**src/dnss_pkg.sv**
```systemverilog
// Package for the directional nearest-site search block.
// Holds sizes, op, direction and status codes, and the controller/datapath command types.
package dnss_pkg;
   localparam int MAX_SITES  = 256;
   localparam int MAX_ZONES  = 8;
   localparam int COORD_BITS = 16;
   localparam int SIDX_BITS  = $clog2(MAX_SITES);
   localparam int ZIDX_BITS  = $clog2(MAX_ZONES);
   localparam int SCNT_BITS  = SIDX_BITS + 1;
   localparam int ZCNT_BITS  = ZIDX_BITS + 1;
   localparam int DIFF_BITS  = COORD_BITS + 1;
   localparam int SQ_BITS    = 2 * DIFF_BITS + 1;

   localparam logic [1:0] OP_LOAD_SITE = 2'd0;
   localparam logic [1:0] OP_LOAD_ZONE = 2'd1;
   localparam logic [1:0] OP_QUERY     = 2'd2;

   localparam logic [2:0] DIR_LEFT      = 3'd0;
   localparam logic [2:0] DIR_RIGHT     = 3'd1;
   localparam logic [2:0] DIR_UP        = 3'd2;
   localparam logic [2:0] DIR_DOWN      = 3'd3;
   localparam logic [2:0] DIR_UPRIGHT   = 3'd4;
   localparam logic [2:0] DIR_UPLEFT    = 3'd5;
   localparam logic [2:0] DIR_DOWNLEFT  = 3'd6;
   localparam logic [2:0] DIR_DOWNRIGHT = 3'd7;

   localparam logic [1:0] ST_FOUND   = 2'd0;
   localparam logic [1:0] ST_NO_ZONE = 2'd1;
   localparam logic [1:0] ST_NO_SITE = 2'd2;

   localparam logic CSR_SITE_COUNT = 1'b0;
   localparam logic CSR_ZONE_COUNT = 1'b1;

   typedef struct packed {
      logic capture;    // latch query point and flags
      logic zone_step;  // test one zone for the point
      logic site_read;  // issue a site table read
      logic site_eval;  // evaluate the registered site
      logic szone_step; // test one zone for the site
      logic clear;      // clear the site zone search
   } dp_cmd_type;

   typedef struct packed {
      logic pt_zone_hit;
      logic site_zone_hit;
      logic same_zone;  // captured same-zone flag of the current query
   } dp_sts_type;
endpackage

```
**src/dnss_ctrl.sv**
```systemverilog
// Controller: sequences the zone search and the site scan for one query.
// Depends on dnss_pkg; commands dnss_datapath.
module dnss_ctrl (
   input  logic                           clock,
   input  logic                           reset,
   input  logic                           start,
   input  logic [dnss_pkg::SCNT_BITS-1:0] site_count,
   input  logic [dnss_pkg::ZCNT_BITS-1:0] zone_count,
   input  dnss_pkg::dp_sts_type           sts,
   input  logic                           rsp_taken,
   output dnss_pkg::dp_cmd_type           cmd,
   output logic [dnss_pkg::SIDX_BITS-1:0] site_addr,
   output logic [dnss_pkg::ZIDX_BITS-1:0] zone_addr,
   output logic                           busy,
   output logic                           done,
   output logic                           no_zone
);
   import dnss_pkg::*;

   localparam logic [2:0] S_IDLE  = 3'd0;
   localparam logic [2:0] S_PZONE = 3'd1;
   localparam logic [2:0] S_READ  = 3'd2;
   localparam logic [2:0] S_SZONE = 3'd3;
   localparam logic [2:0] S_EVAL  = 3'd4;
   localparam logic [2:0] S_DONE  = 3'd5;

   logic [2:0]           state_ff, state_in;
   logic [SCNT_BITS-1:0] site_ff, site_in, nsite;
   logic [ZCNT_BITS-1:0] zone_ff, zone_in, nzone;
   logic                 nz_ff, nz_in;

   assign nsite = (site_count > SCNT_BITS'(MAX_SITES)) ? SCNT_BITS'(MAX_SITES) : site_count;
   assign nzone = (zone_count > ZCNT_BITS'(MAX_ZONES)) ? ZCNT_BITS'(MAX_ZONES) : zone_count;

   always_ff @(posedge clock) begin
      if (reset) begin
         state_ff <= S_IDLE;
         site_ff  <= '0;
         zone_ff  <= '0;
         nz_ff    <= 1'b0;
      end else begin
         state_ff <= state_in;
         site_ff  <= site_in;
         zone_ff  <= zone_in;
         nz_ff    <= nz_in;
      end
   end

   always_comb begin
      state_in = state_ff;
      site_in  = site_ff;
      zone_in  = zone_ff;
      nz_in    = nz_ff;
      cmd      = '0;
      unique case (state_ff)
         S_IDLE: if (start) begin
            cmd.capture = 1'b1;
            zone_in     = '0;
            state_in    = S_PZONE;
         end
         S_PZONE: begin
            // One zone per cycle; the hit flag is registered, so it lands in the cycle after its test.
            if (sts.pt_zone_hit) begin
               site_in  = '0;
               state_in = S_READ;
            end else if (zone_ff >= nzone) begin
               nz_in    = 1'b1;
               state_in = S_DONE;
            end else begin
               cmd.zone_step = 1'b1;
               zone_in       = zone_ff + 1'b1;
            end
         end
         S_READ: begin
            nz_in = 1'b0;
            if (site_ff >= nsite) state_in = S_DONE;
            else begin
               cmd.site_read = 1'b1;
               cmd.clear     = 1'b1;
               zone_in       = '0;
               state_in      = sts.same_zone ? S_SZONE : S_EVAL;
            end
         end
         S_SZONE: begin
            if (sts.site_zone_hit || zone_ff >= nzone) state_in = S_EVAL;
            else begin
               cmd.szone_step = 1'b1;
               zone_in        = zone_ff + 1'b1;
            end
         end
         S_EVAL: begin
            cmd.site_eval = 1'b1;
            site_in       = site_ff + 1'b1;
            state_in      = S_READ;
         end
         S_DONE: if (rsp_taken) state_in = S_IDLE;
         default: state_in = S_IDLE;
      endcase
   end

   assign site_addr = site_ff[SIDX_BITS-1:0];
   assign zone_addr = zone_ff[ZIDX_BITS-1:0];
   assign busy      = state_ff != S_IDLE;
   assign done      = state_ff == S_DONE;
   assign no_zone   = nz_ff;
endmodule
```
**config.mk**
```make
export PLATFORM = sky130hd
export DESIGN_NAME = dnss_ctrl
export DESIGN_NICKNAME = d
export VERILOG_FILES = /design/src/dnss_pkg.sv /design/src/dnss_ctrl.sv
export SDC_FILE = /design/constraint.sdc
export NUM_CORES = 1
export LEC_CHECK = 0
export ABC_AREA = 1
export BUFFER_PORTS_ARGS = -buffer_cell sky130_fd_sc_hd__buf_2
export CAP_MARGIN = 25
export CORE_UTILIZATION = 53
export DETAILED_ROUTE_END_ITERATION = 6
export GPL_TIMING_DRIVEN = 0
export PLACE_DENSITY_LB_ADDON = 0.1
export SKIP_LAST_GASP = 1
export SLEW_MARGIN = 0
export SYNTH_ARGS = -nofsm -noshare
export SYNTH_HDL_FRONTEND = slang
export SYNTH_SLANG_ARGS = --single-unit
```
**constraint.sdc**
```tcl
create_clock -name clock -period 2 [get_ports clock]
set_input_delay 0.2 -clock clock [delete_from_list [all_inputs] [get_ports clock]]
set_output_delay 0.2 -clock clock [all_outputs]
set_load 0.05 [all_outputs]
```
======== Word-level counts from Yosys, hierarchy flattened ========
Cells that the tools add are included.
cells by class
  add/subtract/negate cells ............... 2
  $lt $le $gt $ge ......................... 4
  equal/unequal tests ..................... 15
  mux-type cells .......................... 31
  reductions and logical operators ........ 10
operators by type and width
  operator                                                                number
  4-bit 2-to-1 mux                                                        6
  3-bit 2-to-1 mux                                                        7
  9-bit 2-to-1 mux                                                        2
  2-bit != test (second input constant)                                   9
  3-bit case mux with 6 select lines                                      1
  9-bit case mux with 2 select lines                                      1
  4-bit case mux with 4 select lines                                      1
  1-bit 2-to-1 mux                                                        12
  9-bit by 1-bit adder with 9-bit output (second input constant)          1
  9-bit >= comparator                                                     1
  9-bit > comparator (second input constant)                              1
  3-bit by 2-bit equality test with 1-bit output (second input constant)  2
  3-bit equality test (second input constant)                             2
  6-bit AND reduction                                                     1
  4-bit by 1-bit adder with 4-bit output (second input constant)          1
  4-bit >= comparator                                                     1
  4-bit > comparator (second input constant)                              1
  4-bit AND reduction                                                     1
  2-bit nonzero test                                                      2
  4-bit nonzero test                                                      1
  3-bit by 1-bit equality test with 1-bit output (second input constant)  1
  3-bit zero test                                                         1
  3-bit != test (second input constant)                                   1
  3-bit AND reduction                                                     1
  other kinds (4)                                                         4
storage, ports and cells
  flip-flop bits (word level) ............. 17
  logic and storage cells ................. 66

======== Longest topological paths before layout ========
Gate-level depths: netlist of the first run.
  word-level depth ........................ 6
  mapped depth ............................ 16

======== Worst setup path after synthesis of the first run ========
No wires, ideal clock.
  path type ............................... input -> output
  start ................................... in site_count[2] (netlist name)
  end ..................................... out cmd[3] (netlist name)
  arrival time ............................ 2.879 ns
  required time ........................... 1.800 ns
  slack ................................... -1.079 ns
  cell stages on the path ................. 13
  buffers on the path ..................... 1
  cells stage by stage .................... nor4_1 > a21oi_1 > inv_1 > nand2_1 > ha_1 > nand2_1 > inv_1 > nand2_1 > nand2_1 > nand2_1 > nand3_1 > nor3_1 > buf_4
RTL lines
  element      line             source
  from (decl)  dnss_ctrl.sv:7   input logic [dnss_pkg::SCNT_BITS-1:0] site_count,
  to (decl)    dnss_ctrl.sv:11  output dnss_pkg::dp_cmd_type cmd,

==> results of run 1 <==
through the flow:
step | utilization [%] | hold slack, ns | instances | area [µm²] | setup TNS [ns]
6_report | 77.50 | 0.1776 | 313 | 2137 | -1.134
4_1_cts | 70.83 | 0.1783 | 307 | 1953 | -0.4852
3_3_place_gp | 66.20 | 0.4493 | 300 | 1826 | -1.860
5_1_grt | 77.50 | 0.1829 | 313 | 2137 | -2.610
2_1_floorplan | - | 0.3882 | 231 | 1597 | -0.4477
3_5_place_dp | 66.20 | 0.4806 | 300 | 1826 | -2.312
repair_timing:
item                                    CTS  global route
pin swaps                                 9            10
setup buffers                             3             7
endpoints found under the setup margin    3            11
cloned                                    0             0
resized for setup                        19            34
placed cells by master, fill, tap and decap left out, types with 4 or more instances in the layout:
master	instances
sky130_fd_sc_hd__nor2_1	15
sky130_fd_sc_hd__ha_4	4
sky130_fd_sc_hd__nand3_1	8
sky130_fd_sc_hd__inv_1	36
sky130_fd_sc_hd__a21oi_1	12
sky130_fd_sc_hd__inv_2	5
sky130_fd_sc_hd__buf_6	12
sky130_fd_sc_hd__nand4_1	6
sky130_fd_sc_hd__nor2_2	5
sky130_fd_sc_hd__nor2_4	5
sky130_fd_sc_hd__buf_4	16
sky130_fd_sc_hd__nand2_2	13
sky130_fd_sc_hd__buf_2	30
sky130_fd_sc_hd__o21ai_0	5
sky130_fd_sc_hd__nand2_1	46
sky130_fd_sc_hd__ha_1	11
sky130_fd_sc_hd__dfxtp_1	14
cell families after synthesis:
logic type,synth area share (%)
compound gates,14.50
buf+inv,16.68
fa+ha+maj,12.09
simple gates,34.25
xor+xnor,0.5642
flops,21.92
worst max-delay path: stages:
cell and delay [ns]:
sky130_fd_sc_hd__buf_8 0.10, sky130_fd_sc_hd__nor4_4 0.28, sky130_fd_sc_hd__a21oi_2 0.11, sky130_fd_sc_hd__inv_2 0.15, sky130_fd_sc_hd__nand2_1 0.08, sky130_fd_sc_hd__ha_1 0.28, sky130_fd_sc_hd__nand2_2 0.07, sky130_fd_sc_hd__inv_1 0.03
sky130_fd_sc_hd__nand2_1 0.05, sky130_fd_sc_hd__nand2_1 0.05, sky130_fd_sc_hd__nand2_2 0.07, sky130_fd_sc_hd__nand3_4 0.08, sky130_fd_sc_hd__nor3_4 0.16, sky130_fd_sc_hd__buf_6 0.12, sky130_fd_sc_hd__buf_8 0.13
metal layers:
layer  vias to the layer above  routed length [µm]  GRT usage (%)
li1                        842                   -              -
met5                         -                   0              0
met3                         9                 112          2.326
met4                         0                  72          10.10
met1                       737                1566          23.85
met2                        41                1924          42.69
state kept, by name, indices dropped and copies added, names as in the netlist:
register	cells
no_zone	1
zone_ff	4
site_ff	9
state_ff	3
power breakdown:
part / leakage [nW] / internal [mW] / switching, mW
registers: 0.140 / 0.404 / 0.0635
logic: 0.910 / 0.472 / 0.872
clock network: 0.0150 / 0.0777 / 0.115
final cells by class:
| type | count | area, µm² | share of cell area (%) |
|---|---|---|---|
| inverters | 41 | 153.9 | 7.201 |
| plain buffers | 14 | 108.9 | 5.094 |
| flip-flops and latches | 17 | 346.6 | 16.22 |
| repair buffers | 47 | 330.3 | 15.46 |
| multi-input cells | 159 | 1132 | 52.99 |
| well taps | 31 | 38.79 | 1.815 |
| clock buffers | 4 | 26.28 | 1.230 |
path summary, 6_finish.rpt:
| check | end | depth (start not counted) | slack [ns] |
|---|---|---|---|
| worst max register to register | zone_ff[2] | 14 | 0 |
| worst min register to register | no_zone | 2 | 0.49 |
| worst min-delay path | state_ff[2] | 4 | 0.18 |
| worst max-delay path | cmd[3] | 15 | -0.17 |
==> results by stage, run 1 <==
Power and ir drop:
- The highest ir drop seen on vdd is around 0.00087 V.
- Overall power consumption after layout is estimated at roughly 2.0 mW.
- Power spread over the standard cell area amounts to ~940 nW/µm².
- In this run the static leakage power is ~1.1 nW.

Job:
- Max-cap violations in this run came to 0.

Clocking:
- The TritonCTS clock tree is done.
- The number of H-tree levels is 1.
- Clock tree synthesis found a total of 17 sinks.
- In this run the deepest clock path goes through 2 buffers.
- The clock-pin transition on the worst setup and hold timing paths is around 0.10 ns.
- The number of clock buffers inserted by TritonCTS is 3.
- The insertion delay to the later sink of the worst-skew pair is about 0.30 ns.
- CTS placed an instance of sky130_fd_sc_hd__clkbuf_4 at the clock tree root.
- The hold-fix buffer count after cts is 0.

Critical path:
- The worst setup path startpoint is site_count[0].
- At the worst endpoint, the required time is around 1.8 ns.
- The data arrival time of the critical path is a little under 2 ns.
- The highest net fanout along the worst path is 7.
- The sort of element at the end of the critical path is an output port.
- In this run the critical register-to-register path is launched from site_ff[6].
- The startpoint class of the critical path is a primary input.
- The critical path class is primary input to output port.

Logic synthesis:
- Among all cell types in the netlist, the one instantiated most often is sky130_fd_sc_hd__nand2_1.
- When the netlist entered floorplanning its net count stood at around 270.
- The main flop type after synthesis is sky130_fd_sc_hd__dfxtp_1.
- After synthesis, the cell types taking the most area are sky130_fd_sc_hd__dfxtp_1 (22%), sky130_fd_sc_hd__nand2_1 (14%), sky130_fd_sc_hd__ha_1 (12%).
- The proportion of netlist area held by the largest area contributor is a little over a fifth.
- Ranked by instance count, the synthesized netlist is headed by sky130_fd_sc_hd__nand2_1 (56), sky130_fd_sc_hd__inv_1 (37), sky130_fd_sc_hd__nor2_1 (19).
- The share of the Yosys chip area taken by registers is a little over a fifth.
- The mapped netlist covers 1553 µm².
- The count of warnings emitted by yosys is 0.
- The biggest area contributor in the post-synthesis netlist is sky130_fd_sc_hd__dfxtp_1.
- In the synthesized netlist, the number of instances is 231.
- Synthesis inferred 17 register bits.
- The synthesized area per cell is about 6.7 µm².
- Yosys mapped a number of flops with a built-in enable equal to 0.
- After synthesis, the netlist uses 32 different library cells.
- Of all flip-flops after synthesis, the portion carrying an async set or reset was 0%.

Placed design:
- The minimum setup slack after placement is -0.4592 ns.
- Input and output buffers added on the ports amount to 38.
- At the end of routability-driven placement, the weighted congestion stood at between 0.8 and 0.9.
- The detailed-placement wirelength estimate is 2671 µm.

Floorplan:
- The area enclosed by the die boundary is 3150 µm².
- The total number of placement rows is 19.
- The core area is roughly 2800 µm².
- The die is about 56 µm wide.
- For this configuration, the core starts out at a cell density of 56.31%.
- 40 I/O pins were placed.
- The floorplan die height is around 56 µm.

GRT:
- The initial antenna violation count is 0.
- Entering global routing, the biggest net connects 11 pins.
- The global-route wire length before repair is ~5600 µm.
- Global routing used between 20% and 30% of the available tracks across all layers.
- The residual overflow from global routing is 0.
- The number of global-route vias before repair is 1399.

STA:
- The final-report hold violation count is 0.
- The worst path in the final design needs a cycle of around 2.2 ns, including I/O delays and setup.
- Once routing completed, OpenROAD measured the worst setup slack at -0.1740 ns.
- The post-route clock period utilization is 108.7%.
- Setup repair after global routing could not meet its margin everywhere.
- The final clock skew is 0.005519 ns.
- The worst relative slew slack is about two thirds.
- At the pin with the least slew margin, the transition time is approximately 0.51 ns.
- The final number of setup-violating endpoints is 9.
- Derived from the worst setup path, the maximum achievable clock frequency is roughly 460 MHz.
- The number of max-slew violations in the final report is 0.

Finish:
- From synthesis to final layout, the design area changed by 37.63%.
- The fraction of layout cells with a size suffix above 1 is between 40% and 50%.
- The number of filler cells placed in the layout is 215.
- For this run, the post-layout net count is roughly 320.
- 0 antenna diodes ended up in the layout.

Detailed routing:
- After the first detailed-routing iteration, the DRC count stood at 78.
- Dividing the detail-routed wire length by the instance count gives about 12 µm.
- The total via count after detailed routing is between 1500 and 2000.
- In the routed design, unresolved DRC markers number 0.
- The number of nets with antenna violations after routing is 0.
- Wires add up to ~3700 µm.
- The routed via count divided by cell count is 5.204.
- The pre-antenna-repair detailed-routing pass consisted of 4 iterations.

Run status:
- The final reports fail on negative setup slack.
- The run finished, with violations left.

Worst hold path:
- The class of the tightest hold or removal check is primary input to flop.
- The startpoint identified for the worst hold timing path is rsp_taken.
No activity file was read; power rests on OpenSTA's default activity.
==> run 2: changes to the inputs <==
--- a/constraint.sdc
+++ b/constraint.sdc
@@ -3,2 +3,2 @@
 set_output_delay 0.2 -clock clock [all_outputs]
-set_load 0.05 [all_outputs]
+set_load 0.1 [all_outputs]
==> run 2 against run 1 <==
Against the previous run: the flow still finishes with violations (negative setup slack); hold slack gained 0.024 ns; sequential power barely moved; first-iteration DRC count fell by 31%; non-clock buffer count fell by 5; power is 13% higher; critical path depth is the same; critical path type unchanged; critical endpoint unchanged.
==> results by stage, run 2 (synthesized netlist as in run 1, its figures left out) <==
Run status:
- The flow ran to the end, but the final reports show violations.
- The checks that failed: negative setup slack.

Finish:
- For this run, the post-layout net count is between 300 and 400.
- The number of flip-flops under the largest register name is 9.
- The largest registers in the layout are site_ff x9, zone_ff x4, state_ff x3.
- The fraction of layout cells with a size suffix above 1 is 37.91%.
- The top cell types in the final layout, fill and taps aside, are sky130_fd_sc_hd__nand2_1 (51), sky130_fd_sc_hd__inv_1 (35), sky130_fd_sc_hd__buf_2 (31).
- The area growth from synthesis to layout is 35.13%.
- site_ff holds more flip-flops than any other register.
- The final non-filler cell total is between 300 and 400.
- The summed area of non-filler cells in the final layout is roughly 2100 µm².
- The leading cell type in the layout, fill and taps excluded is sky130_fd_sc_hd__nand2_1.
- The number of antenna diodes in the final layout is 0.

STA:
- Across all setup checks in the final design, the least slack found is -0.3444 ns.
- The number of max-slew violations in the final report is 0.
- The final clock skew is 0.009614 ns.
- The final-report hold violation count is 0.
- Setup violations remaining at the end of the flow were counted as 2.
- The setup TNS after final layout is -0.6049 ns.
- Setup repair after global routing could not meet its margin everywhere.
- The worst relative slew slack is between 60% and 70%.
- The final critical delay including setup and external delays is 2.344 ns.
- Based on the critical path, the design can be clocked at up to roughly 430 MHz.
- The post-route clock period utilization is 117.2%.
- At the pin with the least slew margin, the transition time is about 0.5 ns.

Critical path:
- The critical path's top delay family is simple AND/OR/NAND/NOR gates.
- The sort of element at the end of the critical path is an output port.
- The worst register-to-register path begins at site_ff[2].
- The most numerous cell type found on the critical path is sky130_fd_sc_hd__nand2_1.
- For the worst setup path, the data arrival time is roughly 2.1 ns.
- Among all stages on the critical path, the largest delay is contributed by sky130_fd_sc_hd__nor4_4.
- STA classifies the critical path startpoint as a primary input.
- The worst reg-to-reg setup slack is about 0.26 ns.
- Counting cells, the worst reg-to-reg path comes to 13.
- Together, buffers and inverters on the worst path number 5.
- The critical path goes through buf_2 -> nor4_4 -> a21oi_2 -> inv_2 -> nand2_1 -> ha_1 -> nand2_2 -> inv_2 -> nand2_1 -> nand2_1 -> nand2_1 -> nand3_2 -> nor3_4 -> buf_12 -> buf_12.
- The largest single stage delay on the critical path is around 0.28 ns.
- The highest net fanout along the worst path is 7.
- The critical path in this run is classified as primary input to output port.
- The critical path data required time is 1.80 ns.
- The worst reg2reg path endpoint is zone_ff[2].

GRT:
- The residual overflow from global routing is 0.
- Entering global routing, the biggest net connects 11 pins.
- The met1 capacity usage during global routing is between 20% and 30%.
- For met2 alone, demand over resource in global routing was approximately 45%.
- The number of global-route vias before repair is 1499.
- In the global route stage, met3 resource usage came out at approximately 1.6%.
- The layer with the highest usage after global routing is met2.
- For this run, the total global-route usage over all layers was measured as about a quarter.
- The initial antenna violation count is 0.
- The first global-routing pass estimated between 6000 and 7000 µm of wire.

Floorplan:
- The effective utilization at floorplan is approximately 56%.
- The total number of placement rows is 19.
- The floorplan die height is ~56 µm.
- The die extent in x is between 50 and 60 µm.
- The core area is 2758 µm².
- The floorplan step defined a die boundary enclosing roughly 3200 µm².
- The I/O pin total is 40.

Detailed routing:
- The number of nets with antenna violations after routing is 0.
- The number of iterations in the first detailed-routing pass is 4.
- In the routed design, unresolved DRC markers number 0.
- After detailed routing, the number of vias per cell comes to just over 5.
- After detailed routing, the total wire length is approximately 3600 µm.
- The number of DRC markers after the initial detailed-route iteration is between 50 and 60.
- For this block, the via count after detailed routing is 1585.
- After detailed routing, the average wire length per cell comes to between 10 and 15 µm.

Power and ir drop:
- Per report_power, the combinational group accounts for between 70% and 80% of the total.
- The net switching component of the power is 1.305 mW.
- In this run the power density over the cells is 1082 nW/µm².
- The total internal power is approximately 960 µW.
- The proportion of power drawn by flip-flops and latches is between 20% and 30%.
- The clock network fraction of total power is about 7.9%.
- Net switching is 57.50% of the power.
- The highest ir drop seen on vdd is 0.001376 V.
- The analysis attributes to cell leakage a power of slightly above 1 nW.

Placed design:
- At the placement stage, the worst setup path has a slack of -0.6562 ns.
- Including well taps, the total number of placed cells is 300.
- The final weighted congestion in routability-driven placement is a little over 0.8.
- The count of buffers from port buffering is 38.
- The cell area after placement is 1852 µm².
- After legalization and detailed placement, the total HPWL measured about 2600 µm.

Worst hold path:
- The worst-case hold path end point is state_ff[2].
- The source of the worst hold timing path is rsp_taken.
- The worst hold path passes through 4 cells.
- The tightest min-delay check is of the primary input to flop type.

Clocking:
- The clock drives 17 sinks.
- In this run the number of H-tree levels came out at 1.
- At the later pin of the worst-skew pair, clock insertion delay measures 0.28 ns.
- No sink is reached through more buffers than the 2 on the longest clock path.
- For this design, the CTS-stage hold fixing added 0 buffers.
- The clock root buffer master is sky130_fd_sc_hd__clkbuf_4.
- Clock-pin slew was measured on the worst setup and hold paths at 0.10 ns.
- The TritonCTS clock tree is done.
- The number of clock buffers added by TritonCTS is 3.

Job:
- The max-cap violation count is 0.
## run 2: changes by cell type in the layout (fill, tap and decap cells not counted), sizes merged
cell  delta
buf      -5
## run 2: final cells by class
class                           instances  area (µm²)
Buffer                                 14       117.6
Clock buffer                            4       26.28
Fill cell                             223       659.4
Inverter                               41       153.9
Multi-Input combinational cell        159        1112
Sequential cell                        17       346.6
Tap cell                               31       38.79
Timing Repair Buffer                   42       302.8
## run 2: what timing repair did
item	CTS	global route
gates cloned	0	0
pin swaps	11	3
buffers inserted	3	1
setup endpoints to repair	4	8
gates resized for setup	21	19
## run 2: power groups by stage
stage          sequential (mW)  combinational (mW)  clock [mW]
2_1_floorplan            0.475                1.29           0
3_3_place_gp             0.463                1.50           0
3_5_place_dp             0.465                1.52           0
4_1_cts                  0.457                1.57       0.185
5_1_grt                  0.476                1.75       0.206
6_report                 0.467                1.62       0.178
## run 2: routing by layer
metal / wire (µm) / part of all wire [%]
met5: 0 / 0
met4: 53 / 1.5
met3: 97 / 2.7
met2: 1916 / 53
met1: 1539 / 43
## run 2: worst max-delay path by stage
stage,start,end,cells after the start
final,site_count[7],cmd[3],15
after CTS,site_count[5],cmd[3],13
after detailed placement,site_count[6],cmd[3],13
after global routing,site_count[7],cmd[3],15
after global placement,site_count[2],cmd[3],13
after floorplan,site_count[6],cmd[3],13
## run 2: stage by stage
step	hold slack [ns]	util (%)	total power, mW
4_1_cts	0.1998	72.96	2.215
3_3_place_gp	0.4474	67.15	1.959
2_1_floorplan	0.3882	-	1.763
3_5_place_dp	0.4764	67.15	1.985
6_report	0.2012	76.09	2.269
5_1_grt	0.2082	76.09	2.436
## run 2: worst reg2reg max path: cells and delay by family, from the launching register on
kind	cells	cell delay, ns
adder cells (fa/ha/maj)	1	0.26
flip-flops	1	0.50
buffers and inverters	2	0.21
AND/OR/NAND/NOR	10	0.70
==> run 3: changes to the inputs <==
- CORE_ASPECT_RATIO: unset -> 1.4
==> run 3 against run 2 <==
Against the previous run: the flow still finishes with violations (negative setup slack); highest routed layer unchanged; final cell count is 2.3% higher; critical endpoint unchanged; sequential power down 2%; combinational power is 3% higher; via count grew 3.7%; wire length grew 5.4%; largest cell class unchanged; design area increased by 1.7%; sequential cell count unchanged; utilization rose by 3.0 points; sequential share of layout area fell by 0.40 points; die area rose by 0.10%.
==> results by stage, run 3 (synthesized netlist as in run 1, its figures left out) <==
Floorplan:
- The total number of placement rows is 22.
- The die is 66.05 µm tall.
- The die is about 48 µm wide.
- The initial utilization of the core area, before any placement, comes to roughly 58%.
- The core area is between 2000 and 3000 µm².
- The I/O pin total is 40.
- The die covers about 3200 µm².

Finish:
- The final core utilization is 79.13%.
- The leading cell type in the layout, fill and taps excluded is sky130_fd_sc_hd__nand2_1.
- The most flop-heavy register is site_ff.
- The area growth from synthesis to layout is 37.47%.
- The number of diodes added for antenna fixing is 0.
- The largest registers in the layout are site_ff x9, zone_ff x4, state_ff x3.
- The number of flip-flops under the largest register name is 9.
- For this run, the number of standard cells in the final layout without fillers is about 320.
- Leaving out fill and tap cells, the most frequent cells in the layout are sky130_fd_sc_hd__nand2_1 (46), sky130_fd_sc_hd__inv_1 (35), sky130_fd_sc_hd__buf_2 (30).
- The post-layout net count is 315.
- The fraction of layout cells with a size suffix above 1 is roughly two fifths.
- The summed area of non-filler cells in the final layout is between 2000 and 2500 µm².

Detailed routing:
- The first detailed-routing pass took 4 iterations.
- Once detail routing completed, the nets flagged for antenna violations numbered 0.
- The total via count after detailed routing is ~1600.
- The first routing iteration left 32 violations.
- The routed wire length is 3799 µm.
- The routed via count divided by cell count is between 5 and 6.
- In the final routed layout, each cell accounts on average for roughly 12 µm.
- The post-route DRC violation count is 0.

Critical path:
- The buffers plus inverters on the worst setup path is 6.
- The cell seen most often among critical-path stages is sky130_fd_sc_hd__buf_4.
- The sort of element at the end of the critical path is an output port.
- For this design, the slowest cell found on the critical path is sky130_fd_sc_hd__nor4_4.
- For the worst setup path, the data required time is 1.80 ns.
- The critical path in this run is classified as primary input to output port.
- The worst reg-to-reg setup slack is 0.15 ns.
- Broken down by cell family, the worst path's largest delay share belongs to simple AND/OR/NAND/NOR gates.
- The signal on the critical path passes through buf_8 -> nor4_4 -> a21oi_2 -> buf_4 -> buf_4 -> nor2_2 -> ha_1 -> inv_1 -> nand2_1 -> nand3_1 -> nand3_2 -> nor3_4 -> buf_12 -> buf_16.
- The largest stage delay on the critical path is 0.28 ns.
- The highest net fanout along the worst path is 2.
- Data arrives at the worst endpoint at 2.18 ns.
- The startpoint class of the critical path is a primary input.

Clocking:
- TritonCTS built the clock tree.
- The clock drives 17 sinks.
- TritonCTS created 3 clock buffers.
- The longest clock path from root to sink contains 2 buffers.
- The clock root buffer master is sky130_fd_sc_hd__clkbuf_4.
- In this run the number of H-tree levels came out at 1.
- The clock-pin transition on the worst setup and hold timing paths is around 0.10 ns.
- In this run, post-CTS hold repair placed 0 buffers.
- The insertion delay to the later sink of the worst-skew pair is between 0.2 and 0.3 ns.

STA:
- The post-route worst hold slack is 0.2244 ns.
- Based on the critical path, the design can be clocked at up to about 420 MHz.
- The final clock skew is 0.002624 ns.
- The number of max-slew violations in the final report is 0.
- The worst relative slew slack is approximately 66%.
- The final critical delay including setup and external delays is roughly 2.4 ns.
- The final-report hold violation count is 0.
- At the pin with the least slew margin, the transition time is slightly above 0.5 ns.
- Across all setup checks in the final design, the least slack found is -0.3803 ns.
- The post-route clock period utilization is 119.0%.
- Summed over all failing endpoints, the final setup total negative slack is -0.7509 ns.
- Setup repair after global routing could not meet its margin everywhere.
- The final number of setup-violating endpoints is 6.

Run status:
- The flow ran to the end, but the final reports show violations.
- The final reports fail on negative setup slack.

Power and ir drop:
- VDD sags by at most 0.0009570 V.
- In this run the power density over the cells is between 1000 and 1500 nW/µm².
- The analysis attributes to net switching a power of roughly 1.3 mW.
- Of the total power, the clock network draws about 8%.
- The total internal power is approximately 980 µW.
- The proportion of power drawn by flip-flops and latches is roughly a fifth.
- In this run, the combinational gates consume just over 70% of the power.
- The fraction of power spent switching nets is 57.55%.
- For this design the static power due to leakage is ~1.1 nW.

GRT:
- The initial antenna violation count came to 0.
- Entering global routing, the biggest net connects 11 pins.
- For this run, the total global-route usage over all layers was measured as 22.80%.
- The number of global-route vias before repair is about 1400.
- The residual overflow from global routing is 0.
- The global-route wire length before repair is 5237 µm.

Job:
- The max-cap violation count is 0.

Placed design:
- Input and output buffers added on the ports amount to 38.
- The total instance count after detailed placement is 305.
- The final weighted congestion in routability-driven placement is between 0.8 and 0.9.
- The cell area after placement is between 1500 and 2000 µm².
- After legalization and detailed placement, the total HPWL measured approximately 2600 µm.

Worst hold path:
- In this run the worst hold path is classified as primary input to flop.
## run 3: changes by cell type in the layout (fill, tap and decap cells not counted), moves of 2 or more
cell                      before  now
sky130_fd_sc_hd__nand2_1      51   46
sky130_fd_sc_hd__nand2_2       8   12
sky130_fd_sc_hd__buf_6         3    6
sky130_fd_sc_hd__buf_12        5    3
sky130_fd_sc_hd__ha_1         10   12
sky130_fd_sc_hd__ha_4          5    3
## run 3: cell type report
class | instances | area [µm²]
Buffer | 14 | 117.6
Tap cell | 36 | 45.04
Clock buffer | 4 | 26.28
Multi-Input combinational cell | 159 | 1121
Sequential cell | 17 | 344.1
Timing Repair Buffer | 44 | 326.6
Fill cell | 201 | 563.0
Inverter | 41 | 153.9
## run 3: power by group through the flow
stage | combinational [mW] | sequential (mW) | clock (mW)
floorplan | 1.29 | 0.475 | 0
global placement | 1.50 | 0.459 | 0
detailed placement | 1.52 | 0.459 | 0
CTS | 1.56 | 0.451 | 0.185
global route | 1.80 | 0.466 | 0.203
finish | 1.67 | 0.457 | 0.185
## run 3: worst min-delay path: stages
cell and delay, ns:
sky130_fd_sc_hd__buf_2 0.08, sky130_fd_sc_hd__inv_1 0.05, sky130_fd_sc_hd__nand2_2 0.07, sky130_fd_sc_hd__a21oi_1 0.07
## run 3: stage by stage
step           setup slack (ns)  total power [mW]
2_1_floorplan           -0.7329             1.763
3_3_place_gp            -0.6428             1.961
3_5_place_dp            -0.6871             1.978
4_1_cts                 -0.2977             2.195
5_1_grt                 -0.4419             2.467
6_report                -0.3803             2.316
## run 3: final timing paths
check	start	cells past startpoint	end
worst min register to register	no_zone	2	no_zone
worst min-delay path	rsp_taken	4	state_ff[2]
worst max-delay path	site_count[5]	14	cmd[3]
worst max register to register	site_ff[2]	14	zone_ff[2]
## run 3: what timing repair did
action | CTS | global route
hold endpoints to repair | 0 | 0
setup buffers | 2 | 4
pin swaps | 2 | 15
setup endpoints to repair | 4 | 11
gates resized for setup | 14 | 37
## run 3: metal layers
metal | wire length, µm | GRT usage (%) | vias to the layer above | share of wire, %
li1 | - | - | 831 | -
met1 | 1434 | 22.52 | 759 | 38
met2 | 2187 | 43.58 | 46 | 58
met3 | 91 | 1.639 | 8 | 2.4
met4 | 86 | 11.11 | 0 | 2.3
met5 | 0 | 0 | - | 0
